<file path="config.mk">
export PLATFORM = sky130hd
export DESIGN_NAME = utf8_byte_decoder_core_flat
export DESIGN_NICKNAME = d
export VERILOG_FILES = /design/src/rtl/u8d_pkg.sv /design/src/rtl/u8d_req_if.sv /design/src/rtl/u8d_rsp_if.sv /design/src/rtl/utf8_byte_decoder_core.sv /design/src/rtl/u8d_step.sv /design/src/flat_wrapper.sv
export SDC_FILE = /design/constraint.sdc
export NUM_CORES = 1
export LEC_CHECK = 0
export BUFFER_PORTS_ARGS = -buffer_cell sky130_fd_sc_hd__buf_2
export CAP_MARGIN = 10
export CORE_MARGIN = 4
export CORE_UTILIZATION = 53
export DETAILED_ROUTE_END_ITERATION = 12
export PLACE_DENSITY = 0.8
export REMOVE_ABC_BUFFERS = 1
export SYNTH_ARGS = -nofsm -noshare
export SYNTH_HDL_FRONTEND = slang
export SYNTH_SLANG_ARGS = --single-unit
</file>
<file path="constraint.sdc">
create_clock -name clock -period 4 [get_ports clock]
set_clock_uncertainty 0.05 [all_clocks]
set_input_delay 0 -clock clock [delete_from_list [all_inputs] [get_ports clock]]
set_output_delay 0 -clock clock [all_outputs]
set_load 0.01 [all_outputs]
</file>
<file path="src/rtl/u8d_pkg.sv">
// Shared types and constants for the UTF-8 byte decoder.
// No dependencies; used by the channel interfaces and all decoder modules.
`default_nettype none

package u8d_pkg;

   localparam int unsigned BYTE_W     = 8;
   localparam int unsigned CODE_W     = 32;
   localparam int unsigned PARTIAL_W  = 31;
   localparam int unsigned COUNT_W    = 3;
   localparam int unsigned CSR_DATA_W = 32;
   localparam int unsigned CSR_ADDR_W = 3;

   localparam logic [CODE_W-1:0] REPLACEMENT_RESET = 32'h0000_FFFD;

   typedef enum logic [0:0] {
      REG_REPLACEMENT = 1'b0
   } reg_index_type;

   typedef enum logic [1:0] {
      STATUS_OK        = 2'd0,
      STATUS_INVALID   = 2'd1,
      STATUS_TRUNCATED = 2'd2
   } status_type;

   typedef struct packed {
      logic [COUNT_W-1:0]   bytes_remaining;
      logic [COUNT_W-1:0]   sequence_length;
      logic [PARTIAL_W-1:0] partial_value;
   } seq_state_type;

   typedef struct packed {
      logic [CODE_W-1:0] code_point;
      status_type        status;
      logic              overlong;
      logic              end_of_string;
   } result_type;

   typedef struct packed {
      logic          emit;
      result_type    result;
      seq_state_type next_state;
   } step_out_type;

endpackage

`default_nettype wire

</file>
<file path="src/rtl/u8d_req_if.sv">
// Input byte channel: valid/ready handshake with one raw byte per transfer.
// Depends on u8d_pkg for field widths.
`default_nettype none

interface u8d_req_if;
   logic                        valid;
   logic                        ready;
   logic [u8d_pkg::BYTE_W-1:0]  byte_value;
   logic                        last_byte;

   modport source (output valid, output byte_value, output last_byte, input ready);
   modport sink   (input valid, input byte_value, input last_byte, output ready);
endinterface

`default_nettype wire

</file>
<file path="src/rtl/u8d_rsp_if.sv">
// Result channel: valid/ready handshake with one decoded code point per transfer.
// Depends on u8d_pkg for field widths.
`default_nettype none

interface u8d_rsp_if;
   logic                        valid;
   logic                        ready;
   logic [u8d_pkg::CODE_W-1:0]  code_point;
   logic [1:0]                  status;
   logic                        overlong;
   logic                        end_of_string;

   modport source (output valid, output code_point, output status, output overlong,
                   output end_of_string, input ready);
   modport sink   (input valid, input code_point, input status, input overlong,
                   input end_of_string, output ready);
endinterface

`default_nettype wire

</file>
<file path="src/rtl/utf8_byte_decoder_core.sv">
// Top level of the UTF-8 byte decoder: input register, sequence state, result register, CSR.
// Depends on u8d_pkg, u8d_req_if, u8d_rsp_if and u8d_step.
//
//   channel   direction  transfer payload
//   req_chan  in         byte_value[7:0], last_byte
//   rsp_chan  out        code_point[31:0], status[1:0], overlong, end_of_string
//   csr_*     in/out     APB, replacement_code at byte address 0
//
// One byte per cycle sustained unless a full, stalled result register holds a byte back: a
// byte waits in the input register, then one pass of decode logic updates the sequence
// state and loads the result register, which drives rsp valid.
// A byte that completes no code point retires without touching the result register.
// A full, stalled result register holds back only bytes that produce a result.
// Reset clears the sequence state, both valid flags and sets replacement_code to 0xFFFD.
`default_nettype none

module utf8_byte_decoder_core (
   input  wire  logic                              clock,
   input  wire  logic                              reset,
   u8d_req_if.sink                                 req_chan,
   u8d_rsp_if.source                               rsp_chan,
   input  wire  logic                              csr_psel,
   input  wire  logic                              csr_penable,
   input  wire  logic                              csr_pwrite,
   input  wire  logic [u8d_pkg::CSR_ADDR_W-1:0]    csr_paddr,
   input  wire  logic [u8d_pkg::CSR_DATA_W-1:0]    csr_pwdata,
   output       logic [u8d_pkg::CSR_DATA_W-1:0]    csr_prdata,
   output       logic                              csr_pready
);

   logic                            in_valid_ff, in_valid_in;
   logic [u8d_pkg::BYTE_W-1:0]      in_byte_ff, in_byte_in;
   logic                            in_last_ff, in_last_in;
   u8d_pkg::seq_state_type          state_ff, state_in;
   logic                            out_valid_ff, out_valid_in;
   u8d_pkg::result_type             out_ff, out_in;
   logic [u8d_pkg::CODE_W-1:0]      replacement_ff, replacement_in;

   u8d_pkg::step_out_type           step_out;
   logic                            out_free;
   logic                            advance;
   logic                            csr_write;
   logic                            csr_hit;

   u8d_step u_step (
      .state            (state_ff),
      .byte_value       (in_byte_ff),
      .last_byte        (in_last_ff),
      .replacement_code (replacement_ff),
      .step_out         (step_out)
   );

   assign out_free       = !out_valid_ff || rsp_chan.ready;
   assign advance        = in_valid_ff && (!step_out.emit || out_free);
   assign req_chan.ready = !in_valid_ff || advance;

   assign rsp_chan.valid         = out_valid_ff;
   assign rsp_chan.code_point    = out_ff.code_point;
   assign rsp_chan.status        = out_ff.status;
   assign rsp_chan.overlong      = out_ff.overlong;
   assign rsp_chan.end_of_string = out_ff.end_of_string;

   assign csr_pready = 1'b1;
   assign csr_hit    = (csr_paddr[2] == u8d_pkg::REG_REPLACEMENT);
   assign csr_write  = csr_psel && csr_penable && csr_pwrite && csr_pready && csr_hit;
   assign csr_prdata = csr_hit ? replacement_ff : '0;

   always_comb begin
      in_valid_in    = in_valid_ff;
      in_byte_in     = in_byte_ff;
      in_last_in     = in_last_ff;
      state_in       = state_ff;
      out_valid_in   = out_valid_ff;
      out_in         = out_ff;
      replacement_in = replacement_ff;

      if (req_chan.ready) begin
         in_valid_in = req_chan.valid;
         in_byte_in  = req_chan.byte_value;
         in_last_in  = req_chan.last_byte;
      end
      if (advance) begin
         state_in = step_out.next_state;
      end
      if (advance && step_out.emit) begin
         out_valid_in = 1'b1;
         out_in       = step_out.result;
      end else if (rsp_chan.ready) begin
         out_valid_in = 1'b0;
      end
      if (csr_write) begin
         replacement_in = csr_pwdata;
      end
   end

   always_ff @(posedge clock) begin
      if (reset) begin
         in_valid_ff    <= 1'b0;
         state_ff       <= '0;
         out_valid_ff   <= 1'b0;
         replacement_ff <= u8d_pkg::REPLACEMENT_RESET;
      end else begin
         in_valid_ff    <= in_valid_in;
         state_ff       <= state_in;
         out_valid_ff   <= out_valid_in;
         replacement_ff <= replacement_in;
      end
      in_byte_ff <= in_byte_in;
      in_last_ff <= in_last_in;
      out_ff     <= out_in;
   end

`ifndef NO_ASSERTIONS
   a_rem_range: assert property (@(posedge clock) disable iff (reset)
      state_ff.bytes_remaining <= 3'd5)
      else $error("bytes_remaining out of range");

   a_len_covers_rem: assert property (@(posedge clock) disable iff (reset)
      state_ff.bytes_remaining != '0 |-> state_ff.sequence_length > state_ff.bytes_remaining)
      else $error("sequence_length not above bytes_remaining");

   a_truncated_shape: assert property (@(posedge clock) disable iff (reset)
      out_valid_ff && out_ff.status == u8d_pkg::STATUS_TRUNCATED
      |-> out_ff.end_of_string && out_ff.code_point == '0 && !out_ff.overlong)
      else $error("truncated result malformed");

   a_stall_holds: assert property (@(posedge clock) disable iff (reset)
      out_valid_ff && !rsp_chan.ready |=> out_valid_ff && $stable(out_ff))
      else $error("stalled result overwritten");

   a_no_emit_lost: assert property (@(posedge clock) disable iff (reset)
      in_valid_ff && step_out.emit && out_valid_ff && !rsp_chan.ready |-> !advance)
      else $error("result dropped on full output register");
`endif

endmodule

`default_nettype wire

</file>
<file path="src/rtl/u8d_step.sv">
// Combinational decode of one byte against the current sequence state.
// Depends on u8d_pkg; instantiated by utf8_byte_decoder_core.
`default_nettype none

module u8d_step (
   input  wire  u8d_pkg::seq_state_type          state,
   input  wire  logic [u8d_pkg::BYTE_W-1:0]      byte_value,
   input  wire  logic                            last_byte,
   input  wire  logic [u8d_pkg::CODE_W-1:0]      replacement_code,
   output       u8d_pkg::step_out_type           step_out
);

   function automatic logic [u8d_pkg::COUNT_W-1:0] min_len(
      input logic [u8d_pkg::PARTIAL_W-1:0] v
   );
      logic [u8d_pkg::COUNT_W-1:0] n;
      begin
         if (v[30:7] == '0) begin
            n = 3'd1;
         end else if (v[30:11] == '0) begin
            n = 3'd2;
         end else if (v[30:16] == '0) begin
            n = 3'd3;
         end else if (v[30:21] == '0) begin
            n = 3'd4;
         end else if (v[30:26] == '0) begin
            n = 3'd5;
         end else begin
            n = 3'd6;
         end
         return n;
      end
   endfunction

   logic [u8d_pkg::PARTIAL_W-1:0] shifted;
   logic [u8d_pkg::COUNT_W-1:0]   rem_dec;
   logic [u8d_pkg::COUNT_W-1:0]   extra;
   logic [u8d_pkg::PARTIAL_W-1:0] lead_bits;
   logic                          is_lead;
   logic                          is_invalid;

   localparam u8d_pkg::seq_state_type CLEAR_STATE = '0;

   assign shifted = {state.partial_value[u8d_pkg::PARTIAL_W-7:0], byte_value[5:0]};
   assign rem_dec = state.bytes_remaining - 3'd1;

   always_comb begin
      extra      = '0;
      lead_bits  = '0;
      is_lead    = 1'b0;
      is_invalid = 1'b0;
      unique casez (byte_value)
         8'b1111_111?: begin
            is_invalid = 1'b1;
         end
         8'b1111_110?: begin
            is_lead   = 1'b1;
            extra     = 3'd5;
            lead_bits = {30'b0, byte_value[0]};
         end
         8'b1111_10??: begin
            is_lead   = 1'b1;
            extra     = 3'd4;
            lead_bits = {29'b0, byte_value[1:0]};
         end
         8'b1111_0???: begin
            is_lead   = 1'b1;
            extra     = 3'd3;
            lead_bits = {28'b0, byte_value[2:0]};
         end
         8'b1110_????: begin
            is_lead   = 1'b1;
            extra     = 3'd2;
            lead_bits = {27'b0, byte_value[3:0]};
         end
         8'b110?_????: begin
            is_lead   = 1'b1;
            extra     = 3'd1;
            lead_bits = {26'b0, byte_value[4:0]};
         end
         default: begin
            is_lead = 1'b0;
         end
      endcase
   end

   always_comb begin
      step_out                      = '0;
      step_out.next_state           = state;
      step_out.result.status        = u8d_pkg::STATUS_OK;
      step_out.result.end_of_string = last_byte;
      if (state.bytes_remaining != '0) begin
         if (rem_dec == '0) begin
            step_out.emit              = 1'b1;
            step_out.result.code_point = {1'b0, shifted};
            step_out.result.overlong   = (min_len(shifted) < state.sequence_length);
            step_out.next_state        = CLEAR_STATE;
         end else if (last_byte) begin
            step_out.emit                 = 1'b1;
            step_out.result.status        = u8d_pkg::STATUS_TRUNCATED;
            step_out.result.end_of_string = 1'b1;
            step_out.next_state           = CLEAR_STATE;
         end else begin
            step_out.next_state.bytes_remaining = rem_dec;
            step_out.next_state.partial_value   = shifted;
         end
      end else if (is_invalid) begin
         step_out.emit              = 1'b1;
         step_out.result.code_point = replacement_code;
         step_out.result.status     = u8d_pkg::STATUS_INVALID;
      end else if (is_lead) begin
         if (last_byte) begin
            step_out.emit                 = 1'b1;
            step_out.result.status        = u8d_pkg::STATUS_TRUNCATED;
            step_out.result.end_of_string = 1'b1;
            step_out.next_state           = CLEAR_STATE;
         end else begin
            step_out.next_state.bytes_remaining = extra;
            step_out.next_state.sequence_length = extra + 3'd1;
            step_out.next_state.partial_value   = lead_bits;
         end
      end else begin
         step_out.emit              = 1'b1;
         step_out.result.code_point = {25'b0, byte_value[6:0]};
      end
   end

endmodule

`default_nettype wire
</file>
<file path="src/flat_wrapper.sv">
// flat-port wrapper written by rule: the top's interface ports become plain ports
module utf8_byte_decoder_core_flat 
  (clock, reset, csr_psel, csr_penable, csr_pwrite, csr_paddr, csr_pwdata, csr_prdata, csr_pready, req_chan_valid, req_chan_byte_value, req_chan_last_byte, req_chan_ready, rsp_chan_valid, rsp_chan_code_point, rsp_chan_status, rsp_chan_overlong, rsp_chan_end_of_string, rsp_chan_ready);
  u8d_req_if req_chan_i ();
  u8d_rsp_if rsp_chan_i ();
  input  wire  logic clock;
  input  wire  logic reset;
  input  wire  logic csr_psel;
  input  wire  logic csr_penable;
  input  wire  logic csr_pwrite;
  input  wire  logic [u8d_pkg::CSR_ADDR_W-1:0] csr_paddr;
  input  wire  logic [u8d_pkg::CSR_DATA_W-1:0] csr_pwdata;
  output       logic [u8d_pkg::CSR_DATA_W-1:0] csr_prdata;
  output       logic csr_pready;
  input wire logic [$bits(req_chan_i.valid)-1:0] req_chan_valid;
  input wire logic [$bits(req_chan_i.byte_value)-1:0] req_chan_byte_value;
  input wire logic [$bits(req_chan_i.last_byte)-1:0] req_chan_last_byte;
  output wire logic [$bits(req_chan_i.ready)-1:0] req_chan_ready;
  output wire logic [$bits(rsp_chan_i.valid)-1:0] rsp_chan_valid;
  output wire logic [$bits(rsp_chan_i.code_point)-1:0] rsp_chan_code_point;
  output wire logic [$bits(rsp_chan_i.status)-1:0] rsp_chan_status;
  output wire logic [$bits(rsp_chan_i.overlong)-1:0] rsp_chan_overlong;
  output wire logic [$bits(rsp_chan_i.end_of_string)-1:0] rsp_chan_end_of_string;
  input wire logic [$bits(rsp_chan_i.ready)-1:0] rsp_chan_ready;
  assign req_chan_i.valid = req_chan_valid;
  assign req_chan_i.byte_value = req_chan_byte_value;
  assign req_chan_i.last_byte = req_chan_last_byte;
  assign req_chan_ready = req_chan_i.ready;
  assign rsp_chan_valid = rsp_chan_i.valid;
  assign rsp_chan_code_point = rsp_chan_i.code_point;
  assign rsp_chan_status = rsp_chan_i.status;
  assign rsp_chan_overlong = rsp_chan_i.overlong;
  assign rsp_chan_end_of_string = rsp_chan_i.end_of_string;
  assign rsp_chan_i.ready = rsp_chan_ready;
  utf8_byte_decoder_core u_core (.clock(clock), .reset(reset), .req_chan(req_chan_i), .rsp_chan(rsp_chan_i), .csr_psel(csr_psel), .csr_penable(csr_penable), .csr_pwrite(csr_pwrite), .csr_paddr(csr_paddr), .csr_pwdata(csr_pwdata), .csr_prdata(csr_prdata), .csr_pready(csr_pready));
endmodule
</file>
==> results by group, run 1 <==
Run status
  – Run status: finished clean

Final layout
  – Nets@finish: 682
  – # fillers: 653
  – Register area: roughly 2700 sq um
  – Multi-input gate area: between 1500 and 2000 sq um
  – Share of post-route cells with drive strength above 1: 23.65%
  – Antenna fix cells: 0
  – P&R area growth vs syn: 27.03%
  – Fin area: around 6000 sq um

Worst setup path
  – Reg2reg setup slack: 900 ps
  – Startpoint type of the worst setup path: flip-flop
  – WP data arrival: 3050 ps
  – Cells on worst reg2reg path: 7
  – Reg2reg end: u_core.rsp_chan.code_point[10]
  – CP Capture Type: output pin
  – CP Max Fanout: 10
  – Data required time at the worst endpoint: 3950 ps
  – Reg2Reg Launch Point: u_core.state_ff[34]
  – Critical path type: reg2out

Yosys
  – EDFF count, synth: 45
  – Yosys warnings: 0
  – Yosys reg bits: 110
  – Sequential share of the synthesized area: 55.80%
  – Post-synthesis mux area share: 0%
  – Main combinational cell family by area after synthesis: simple AND/OR/NAND/NOR gates
  – Synthesized area: roughly 4800 sq um
  – Count leader, synth: nand2_1
  – Async S/R FF share, synth: 0%
  – Cells after Synth: 480
  – Synth top area share: 28.43%
  – Area share of fa/ha/maj cells after synthesis: 1.579%
  – Synth area leaders: edfxtp_1 (28%), dfxtp_1 (27%), nand2_1 (7.7%)
  – Synth Area in Simple Gates: between 20% and 30%
  – Synth Area in XOR/XNOR: 0.1843%
  – Post-synthesis area per instance: 9.903 sq um
  – Compound-gate portion of the synthesized area: 15.24%
  – Synth cell types: 48
  – Cell taking the most area after synthesis: edfxtp_1
  – Main synth FF type: dfxtp_1
  – Post-synth top cells: nand2_1 (97), dfxtp_1 (65), a21oi_1 (51)

Hold path
  – Hold Path End: u_core.state_ff[21]
  – HP Class: in2reg
  – Hold Path Origin: reset
  – Worst hold path cell count: 2

Timing
  – Fmax: 0.3226 GHz
  – Max_slew headroom: between 20% and 30%
  – Slew Limit Fails: 0
  – Final setup violation count: 0
  – Post-route setup slack: 900.6 ps
  – RSZ-0062 raised after global routing: false
  – Final Hold Vio Count: 0
  – Worst-margin pin slew: about 1100 ps
  – Tmin final: 3099 ps
  – Setup TNS: 0 ps
  – Final period util: 77.49%

Global routing
  – Grt total ovfl: 0
  – Vias in the first global route: 3921
  – Largest net degree at the start of global routing: 37
  – Initial antenna violation count: 0
  – Overall global routing resource usage: between 20% and 30%
  – First-pass GRT wire length: slightly below 20000 um

Drt
  – Post-Route M1 WL: 5237 um
  – DR WL met2: 6104 um
  – DR vias: between 4000 and 5000
  – Routed wire per std cell: 16.57 um
  – Wirelength, routed: 12230 um
  – Post-route ant nets: 0
  – Routed wl met3: 685 um
  – Iteration-0 DRC Markers: 240
  – DR pass1 iterations: 6
  – Highest Signal Layer: met4
  – DRC: 0
  – Vias/cell: 5.560

Clock network
  – CTS tree: done
  – Clk_lat worst skew: approximately 370 ps
  – Clock root buffer: clkbuf_8
  – Clock Tree Buf Depth: 2
  – CTS Buf Count: 9
  – Clock transition at the registers of the reported paths: 100 ps
  – CTS sink count: 110
  – H-tree levels: 3
  – Post-CTS resize count: 0

Floorplanning
  – Initial Util: 54.51%
  – DIE HEIGHT: 102.7 um
  – Die width: 102.7 um
  – I/O pins: 122
  – Core footprint: 8721 sq um
  – Total Die Area: 10550 sq um
  – Num rows: 34

Place
  – Post-place setup slack: 957.3 ps
  – GP Congestion: 0.8289
  – PortBufs: 118
  – Placed inst area: 5399 sq um
  – Final HPWL DP: approximately 7500 um

Power and ir drop
  – Peak VDD IR: 0.0002573 V
  – Int Power: ~1.6 mW
  – Logic pwr share: 10.2%
  – Fraction of power spent switching nets: 24.52%
  – Clock Power Share: between 30% and 40%
  – Sequential share of power: 57.8%
  – Psw: ~0.52 mW
  – PwrDens: 350.2 nW/um^2
  – Lkg Pwr: 2.463 nW

Flow run
  – Max-Cap Viols: 0
## state kept, by name (all words and copies together) (netlist names)
name / count
u_core.rsp_chan.status: 2
u_core.rsp_chan.valid: 1
u_core.in_byte_ff: 8
u_core.rsp_chan.overlong: 1
u_core.replacement_ff: 32
u_core.state_ff: 31
u_core.in_valid_ff: 1
u_core.rsp_chan.code_point: 32
u_core.rsp_chan.end_of_string: 1
u_core.in_last_ff: 1
## worst max path at each step
stage	endpoint	depth (start not counted)	startpoint	slack (ps)
2_1_floorplan	u_core.rsp_chan.code_point[0]	7	u_core.state_ff[34]	-1000
3_3_place_gp	u_core.rsp_chan.code_point[25]	7	u_core.state_ff[35]	1090
3_5_place_dp	u_core.rsp_chan.code_point[28]	7	u_core.state_ff[35]	960
4_1_cts	u_core.rsp_chan.code_point[26]	7	u_core.state_ff[34]	900
5_1_grt	u_core.rsp_chan.code_point[26]	7	u_core.state_ff[34]	690
6_report	req_chan_ready	8	u_core.state_ff[34]	900
## metrics by stage
stage | std cells | hold WS, ps | utilization (%) | power, mW
floorplan | 446 | -3.593 | - | 1.332
global placement | 678 | 127.5 | 61.91 | 1.420
global route | 738 | 162.6 | 69.24 | 2.187
CTS | 738 | 90.27 | 69.24 | 2.125
finish | 738 | 122.1 | 69.24 | 2.115
detailed placement | 678 | 128.1 | 61.91 | 1.425
## layout make-up
class / instances / share of cell area, %
Sequential cell: 110 / 43.93
Tap cell: 108 / 2.238
Multi-Input combinational cell: 330 / 32.35
Inverter: 6 / 0.3730
Timing Repair Buffer: 168 / 17.82
Clock inverter: 5 / 1.119
Clock buffer: 11 / 2.176
## routing by layer
layer | vias to the layer above | track usage (%)
li1 | 2010 | -
met1 | 1930 | 31.27
met2 | 149 | 40.22
met3 | 14 | 2.503
met4 | 0 | 8.678
met5 | - | 0
## cell usage in the layout, fill, tap and decap left out, drive strengths merged, types with 2 or more instances in the layout
| cell | n |
|---|---|
| dlygate4sd3 | 44 |
| a21oi | 51 |
| nor2 | 8 |
| nand3 | 26 |
| nor3b | 3 |
| dfxtp | 65 |
| and3 | 3 |
| nand2 | 97 |
| o211ai | 2 |
| clkbuf | 11 |
| nand4 | 2 |
| nor2b | 34 |
| nor3 | 3 |
| inv | 7 |
| clkinv | 3 |
| o21ai | 5 |
| o22ai | 2 |
| edfxtp | 45 |
| a211oi | 3 |
| ha | 6 |
| and4 | 2 |
| nand2b | 6 |
| nand3b | 17 |
| a22o | 30 |
| nand4b | 3 |
| or4 | 5 |
| buf | 124 |
| a31oi | 3 |
| o31ai | 4 |
## power groups by stage
stage                     Combinational (mW)  Sequential [mW]  Clock [mW]
after floorplan                       0.0834             1.25           0
after global placement                 0.174             1.25           0
after detailed placement               0.179             1.25           0
after CTS                              0.213             1.22       0.691
after global routing                   0.236             1.23       0.726
final                                  0.216             1.22       0.678
## what timing repair did
item,4_1_cts,5_1_grt
endpoints found under the hold margin,43,0
buffers inserted,0,0
setup endpoints to repair,0,0
hold buffers,44,0
## critical path, stage by stage, from the launching register on
cell      delay, ps
dfxtp_1         390
inv_1            80
ha_1            300
nor2b_1         210
nand2_1         180
nand2b_1        250
o31ai_1         680
or2_2           390
buf_2           190
## kinds of logic (layout without fill, tap and decap cells)
family,Yosys count,after routing
AND/OR/NAND/NOR,214,214
flip-flops,110,110
AO/OA/AOI/OAI,108,108
buffers and inverters,40,190
adder cells (fa/ha/maj),6,6
other,1,1
XOR/XNOR,1,1
Note: power is estimated with default switching activity, not from simulation.
==> run 2: changes to the inputs <==
==> constraint.sdc (replaced) <==
create_clock -name clock -period 3.2 [get_ports clock]
set_clock_uncertainty 0.05 [all_clocks]
set_input_delay 0 -clock clock [delete_from_list [all_inputs] [get_ports clock]]
set_output_delay 0 -clock clock [all_outputs]
set_load 0.01 [all_outputs]
==> results by group, run 2 (synthesis gave the netlist of run 1 again) <==
Worst setup path
  – Reg2Reg Launch Point: u_core.state_ff[35] (was u_core.state_ff[34])
  – Reg2reg end: u_core.rsp_chan.code_point[14] (was u_core.rsp_chan.code_point[10])
  – Critical path type: reg2out (unchanged)
  – Top delay family on crit path: simple AND/OR/NAND/NOR gates (unchanged)
  – CP Capture Type: output pin (unchanged)
  – CP bufs+invs: 2 (unchanged)
  – Highest-delay cell along the critical path: o31ai_1 (unchanged)
  – CP max stage delay: 580 ps (was 680 ps)
  – CP cell instances: inv_1 -> ha_1 -> nor2b_1 -> nand2_1 -> nand2b_1 -> o31ai_1 -> or2_2 -> buf_2 (unchanged)
  – Startpoint type of the worst setup path: flip-flop (unchanged)
  – Reg2reg setup slack: 470 ps (was 900 ps)
  – Cells on worst reg2reg path: 7 (unchanged)
  – Data required time at the worst endpoint: 3150 ps (was 3950 ps)
  – WP data arrival: 2740 ps (was 3050 ps)
  – CP Max Fanout: 10 (unchanged)

Floorplanning
  – Die width: 102.7 um (unchanged)
  – Num rows: 34 (unchanged)
  – Total Die Area: 10550 sq um (unchanged)
  – Core footprint: 8721 sq um (unchanged)
  – Initial Util: 54.51% (unchanged)
  – I/O pins: 122 (unchanged)
  – DIE HEIGHT: 102.7 um (unchanged)

Place
  – Final HPWL DP: 7628 um (was 7507 um)
  – Placed inst area: 5434 sq um (was 5399 sq um)
  – GP Congestion: 0.8433 (was 0.8289)
  – PortBufs: 118 (unchanged)

Final layout
  – Fin area: 6033 sq um (was 6038 sq um)
  – P&R area growth vs syn: 26.93% (was 27.03%)
  – Share of post-route cells with drive strength above 1: 24.25% (was 23.65%)
  – Most frequent cells in the layout: buf_2 (118), nand2_1 (97), dfxtp_1 (65) (unchanged)
  – Antenna fix cells: 0 (unchanged)
  – Commonest non-fill, non-tap cell in the layout: buf_2 (unchanged)
  – Nets@finish: 683 (was 682)

Drt
  – DR vias: 4100 (was 4103)
  – Wirelength, routed: 11860 um (was 12230 um)
  – Routed wire per std cell: 16.05 um (was 16.57 um)
  – Post-route ant nets: 0 (unchanged)
  – Vias/cell: 5.548 (was 5.560)
  – Iteration-0 DRC Markers: 213 (was 240)
  – DRC: 0 (unchanged)
  – DR pass1 iterations: 5 (was 6)

Timing
  – Final period util: 87.11%
  – Final setup violation count: 0 (unchanged)
  – Max_slew headroom: 28.82% (was 28.52%)
  – Hold_ws: 17.25 ps (was 122.1 ps)
  – Worst-margin pin slew: 1065 ps (was 1070 ps)
  – Slew Limit Fails: 0 (unchanged)
  – Final Hold Vio Count: 0 (unchanged)
  – Tmin final: ~2800 ps
  – RSZ-0062 raised after global routing: false (unchanged)
  – Fmax: 0.3587 GHz

Global routing
  – Overall global routing resource usage: 22.98% (was 23.63%)
  – Initial antenna violation count: 0 (unchanged)
  – First-pass GRT wire length: 19110 um (was 19460 um)
  – Vias in the first global route: 3926 (was 3921)
  – Grt total ovfl: 0 (unchanged)
  – Largest net degree at the start of global routing: 47 (was 37)

Clock network
  – CTS tree: done (unchanged)
  – Clock Tree Buf Depth: 2 (unchanged)
  – CTS Buf Count: 9 (unchanged)
  – CTS sink count: 110 (unchanged)
  – Clk_lat worst skew: 360 ps (was 370 ps)
  – Post-CTS resize count: 0 (unchanged)
  – Clock transition at the registers of the reported paths: 110 ps (was 100 ps)
  – Clock root buffer: clkbuf_8 (unchanged)
  – H-tree levels: 3 (unchanged)

Hold path
  – Hold Path Origin: rsp_chan_ready (was reset)
  – Hold Path End: u_core.rsp_chan.valid (was u_core.state_ff[21])
  – HP Class: in2reg (unchanged)
  – Worst hold path cell count: 3 (was 2)

Power and ir drop
  – Peak VDD IR: 0.0002478 V (was 0.0002573 V)
  – PwrDens: 426.8 nW/um^2 (was 350.2 nW/um^2)
  – Lkg Pwr: 2.464 nW (was 2.463 nW)
  – Final Power: 2.575 mW (was 2.115 mW)

Flow run
  – Max-Cap Viols: 0 (unchanged)

Run status
  – Run status: finished clean (unchanged)
run 2: cell count changes in the layout (fill, tap and decap cells not counted), sizes merged:
cell / delta
buf: +3
clkbuf: -2
bufinv: -1
dlygate4sd3: -2
inv: +3
run 2: area by class of cell:
type	count	area, sq um
inverters	6	22.52
clock buffers	9	123.9
flip-flops and latches	110	2653
repair buffers	169	1091
multi-input cells	330	1953
fillers	649	2688
clock inverters	7	55.05
well taps	108	135.1
run 2: stage by stage:
step / cells / setup slack [ps] / utilization, % / setup TNS, ps
2_1_floorplan: 446 / -1798 / - / -69510
5_1_grt: 739 / 206.1 / 69.18 / 0
3_5_place_dp: 681 / 481.9 / 62.31 / 0
4_1_cts: 739 / 401.7 / 69.18 / 0
3_3_place_gp: 681 / 563.3 / 62.31 / 0
6_report: 739 / 412.5 / 69.18 / 0
run 2: timing repair:
item                                   CTS  global route
hold buffers                            42             0
buffers inserted                         0             0
endpoints found under the hold margin   42             0
run 2: routing by layer:
metal | vias up | GRT usage [%] | routed length, um
met4 | 0 | 5.954 | 108
met5 | - | 0 | 0
met3 | 11 | 3.654 | 603
li1 | 2005 | - | -
met2 | 116 | 39.42 | 5913
met1 | 1968 | 30.40 | 5234
run 2: worst max path at each step:
| stage | slack, ps | end | cells past startpoint | from |
|---|---|---|---|---|
| 5_1_grt | 210 | req_chan_ready | 8 | u_core.state_ff[34] |
| 3_3_place_gp | 560 | u_core.rsp_chan.code_point[25] | 7 | u_core.state_ff[35] |
| 6_report | 410 | req_chan_ready | 8 | u_core.state_ff[34] |
| 4_1_cts | 400 | req_chan_ready | 8 | u_core.state_ff[34] |
| 3_5_place_dp | 480 | u_core.rsp_chan.code_point[25] | 7 | u_core.state_ff[35] |
| 2_1_floorplan | -1800 | u_core.rsp_chan.code_point[0] | 7 | u_core.state_ff[34] |
run 2: worst min-delay path: stages:
cell	delay, ps
buf_2	90
nand2b_1	210
a21oi_1	90
run 2: where the power goes:
group	internal [mW]	leakage [nW]	switching, mW	total, mW
clock	0.295	0.0939	0.484	0.779
combinational	0.124	1.39	0.145	0.270
sequential	1.50	0.979	0.0261	1.53
==> run 3: changes to the inputs <==
--- a/config.mk
+++ b/config.mk
@@ -7,7 +7,7 @@
 export LEC_CHECK = 0
 export BUFFER_PORTS_ARGS = -buffer_cell sky130_fd_sc_hd__buf_2
 export CAP_MARGIN = 10
-export CORE_MARGIN = 4
+export CORE_MARGIN = 1
 export CORE_UTILIZATION = 53
 export DETAILED_ROUTE_END_ITERATION = 12
 export PLACE_DENSITY = 0.8
==> results by group, run 3 (synthesis gave the netlist of run 1 again) <==
Power and ir drop
  – Psw: 0.6651 mW (was 0.6555 mW)
  – Fraction of power spent switching nets: 25.70% (was 25.46%)
  – PwrDens: 428.8 nW/um^2 (was 426.8 nW/um^2)
  – Clock Power Share: 30.5% (was 30.3%)
  – Sequential share of power: 59.0% (was 59.3%)
  – Peak VDD IR: 0.0002204 V (was 0.0002478 V)
  – Lkg Pwr: 2.466 nW (was 2.464 nW)
  – Logic pwr share: 10.5% (about the same)
  – Int Power: 1.923 mW (was 1.919 mW)

Drt
  – Iteration-0 DRC Markers: 260 (was 213)
  – Routed wire per std cell: 16.23 um (was 16.05 um)
  – Wirelength, routed: 12010 um (was 11860 um)
  – Vias/cell: 5.596 (was 5.548)
  – Post-route ant nets: 0 (unchanged)
  – DR pass1 iterations: 6 (was 5)
  – DR vias: 4141 (was 4100)
  – DRC: 0 (unchanged)

Timing
  – Setup TNS: 0 ps (unchanged)
  – Final setup violation count: 0 (unchanged)
  – Worst-margin pin slew: 1042 ps (was 1065 ps)
  – Post-route setup slack: 388.4 ps (was 412.5 ps)
  – Final period util: 87.86% (was 87.11%)
  – Slew Limit Fails: 0 (unchanged)
  – Fmax: 0.3557 GHz (was 0.3587 GHz)
  – Final Hold Vio Count: 0 (unchanged)
  – Tmin final: 2812 ps (was 2788 ps)
  – RSZ-0062 raised after global routing: false (unchanged)
  – Max_slew headroom: 30.38% (was 28.82%)

Worst setup path
  – Highest-delay cell along the critical path: o31ai_1 (unchanged)
  – CP Max Fanout: 10 (unchanged)
  – CP max stage delay: 580 ps (about the same)
  – WP data arrival: 2760 ps (was 2740 ps)
  – Critical path type: reg2out (unchanged)
  – CP Capture Type: output pin (unchanged)
  – Startpoint type of the worst setup path: flip-flop (unchanged)
  – Reg2reg end: u_core.rsp_chan.code_point[8] (was u_core.rsp_chan.code_point[14])
  – Data required time at the worst endpoint: 3150 ps (about the same)
  – CP cell instances: inv_1 -> ha_1 -> nor2b_1 -> nand2_1 -> nand2b_1 -> o31ai_1 -> or2_2 -> buf_2 (unchanged)
  – Reg2reg setup slack: 460 ps (was 470 ps)
  – Reg2Reg Launch Point: u_core.state_ff[34] (was u_core.state_ff[35])
  – Cells on worst reg2reg path: 7 (unchanged)

Global routing
  – Largest net degree at the start of global routing: 44 (was 47)
  – Vias in the first global route: 4090 (was 3926)
  – Grt total ovfl: 0 (unchanged)
  – Initial antenna violation count: 0 (unchanged)
  – Overall global routing resource usage: 26.45% (was 22.98%)
  – First-pass GRT wire length: 19910 um (was 19110 um)

Floorplanning
  – Core footprint: 8721 sq um (unchanged)
  – Die width: 96.70 um (was 102.7 um)
  – Num rows: 34 (unchanged)
  – Total Die Area: 9351 sq um (was 10550 sq um)
  – I/O pins: 122 (unchanged)
  – DIE HEIGHT: 96.70 um (was 102.7 um)
  – Initial Util: 54.51% (unchanged)

Final layout
  – Most frequent cells in the layout: buf_2 (118), nand2_1 (97), dfxtp_1 (65) (unchanged)
  – Nets@finish: 684 (was 683)
  – P&R area growth vs syn: 26.98% (was 26.93%)
  – Antenna fix cells: 0 (unchanged)
  – Share of post-route cells with drive strength above 1: 24.21% (was 24.25%)
  – Commonest non-fill, non-tap cell in the layout: buf_2 (unchanged)
  – Util after Layout: 69.21% (was 69.18%)

Place
  – Post-place setup slack: 522.3 ps (was 481.9 ps)
  – PortBufs: 118 (unchanged)
  – GP Congestion: 0.8567 (was 0.8433)
  – Final HPWL DP: 7468 um (was 7628 um)

Clock network
  – CTS Buf Count: 9 (unchanged)
  – CTS tree: done (unchanged)
  – H-tree levels: 3 (unchanged)
  – Clock Tree Buf Depth: 2 (unchanged)
  – Clock transition at the registers of the reported paths: 110 ps (about the same)
  – Clock root buffer: clkbuf_8 (unchanged)
  – Clk_lat worst skew: 370 ps (was 360 ps)
  – Post-CTS Setup Inserts: 0 (unchanged)
  – CTS sink count: 110 (unchanged)

Hold path
  – HP Class: in2reg (unchanged)
  – Hold Path Origin: reset (was rsp_chan_ready)
  – Worst hold path cell count: 2 (was 3)
  – Hold Path End: u_core.replacement_ff[30] (was u_core.rsp_chan.valid)

Run status
  – Run status: finished clean (unchanged)

Flow run
  – Max-Cap Viols: 0 (unchanged)
## run 3: cell types whose count changed in the layout (fill, tap and decap cells not counted)
cell,change
buf_12,-1
inv_8,-1
buf_4,+1
clkinv_8,+1
clkbuf_1,+1
clkinv_1,-1
dlygate4sd3_1,+1
## run 3: stage by stage
| step | area, sq um | hold slack (ps) | std cells | power, mW |
|---|---|---|---|---|
| 5_1_grt | 6036 | 218.4 | 740 | 2.683 |
| 2_1_floorplan | 4604 | -3.593 | 446 | 1.665 |
| 3_5_place_dp | 5421 | 128.1 | 681 | 1.784 |
| 6_report | 6036 | 178.7 | 740 | 2.588 |
| 3_3_place_gp | 5421 | 127.6 | 681 | 1.776 |
| 4_1_cts | 6036 | 161.7 | 740 | 2.597 |
## run 3: metal layers
metal,GRT usage (%),vias up,share of wire (%)
met2,44.80,128,50
met5,0,-,0
li1,-,2012,-
met3,2.962,20,3.8
met4,10.79,0,2.3
met1,34.64,1981,44
## run 3: final cells by class
type | count | area [sq um]
multi-input cells | 330 | 1953
clock buffers | 10 | 127.6
clock inverters | 6 | 56.30
flip-flops and latches | 110 | 2653
fillers | 650 | 2685
inverters | 6 | 22.52
repair buffers | 170 | 1089
well taps | 108 | 135.1
## run 3: worst max-delay path by stage
| stage | end | start | depth (start not counted) |
|---|---|---|---|
| final | req_chan_ready | u_core.state_ff[34] | 8 |
| after global routing | req_chan_ready | u_core.state_ff[34] | 8 |
| after CTS | req_chan_ready | u_core.state_ff[34] | 8 |
| after detailed placement | u_core.rsp_chan.code_point[25] | u_core.state_ff[34] | 7 |
| after global placement | u_core.rsp_chan.code_point[25] | u_core.state_ff[35] | 7 |
| after floorplan | u_core.rsp_chan.code_point[0] | u_core.state_ff[34] | 7 |
## run 3: worst max-delay path, delay by kind of cell, from the launching register on
kind	cells	cell delay (ps)
AND/OR/NAND/NOR	4	850
AO/OA/AOI/OAI	1	580
flip-flops	1	400
adder cells (fa/ha/maj)	1	300
buffers and inverters	2	260
## run 3: power groups by stage
stage,combinational (mW),sequential (mW),clock [mW]
2_1_floorplan,0.104,1.56,0
3_3_place_gp,0.220,1.56,0
3_5_place_dp,0.226,1.56,0
4_1_cts,0.267,1.53,0.804
5_1_grt,0.295,1.53,0.855
6_report,0.272,1.53,0.790
## run 3: repair_timing
item	4_1_cts	5_1_grt
hold endpoints to repair	43	0
resized for setup	0	0
hold buffers	43	0
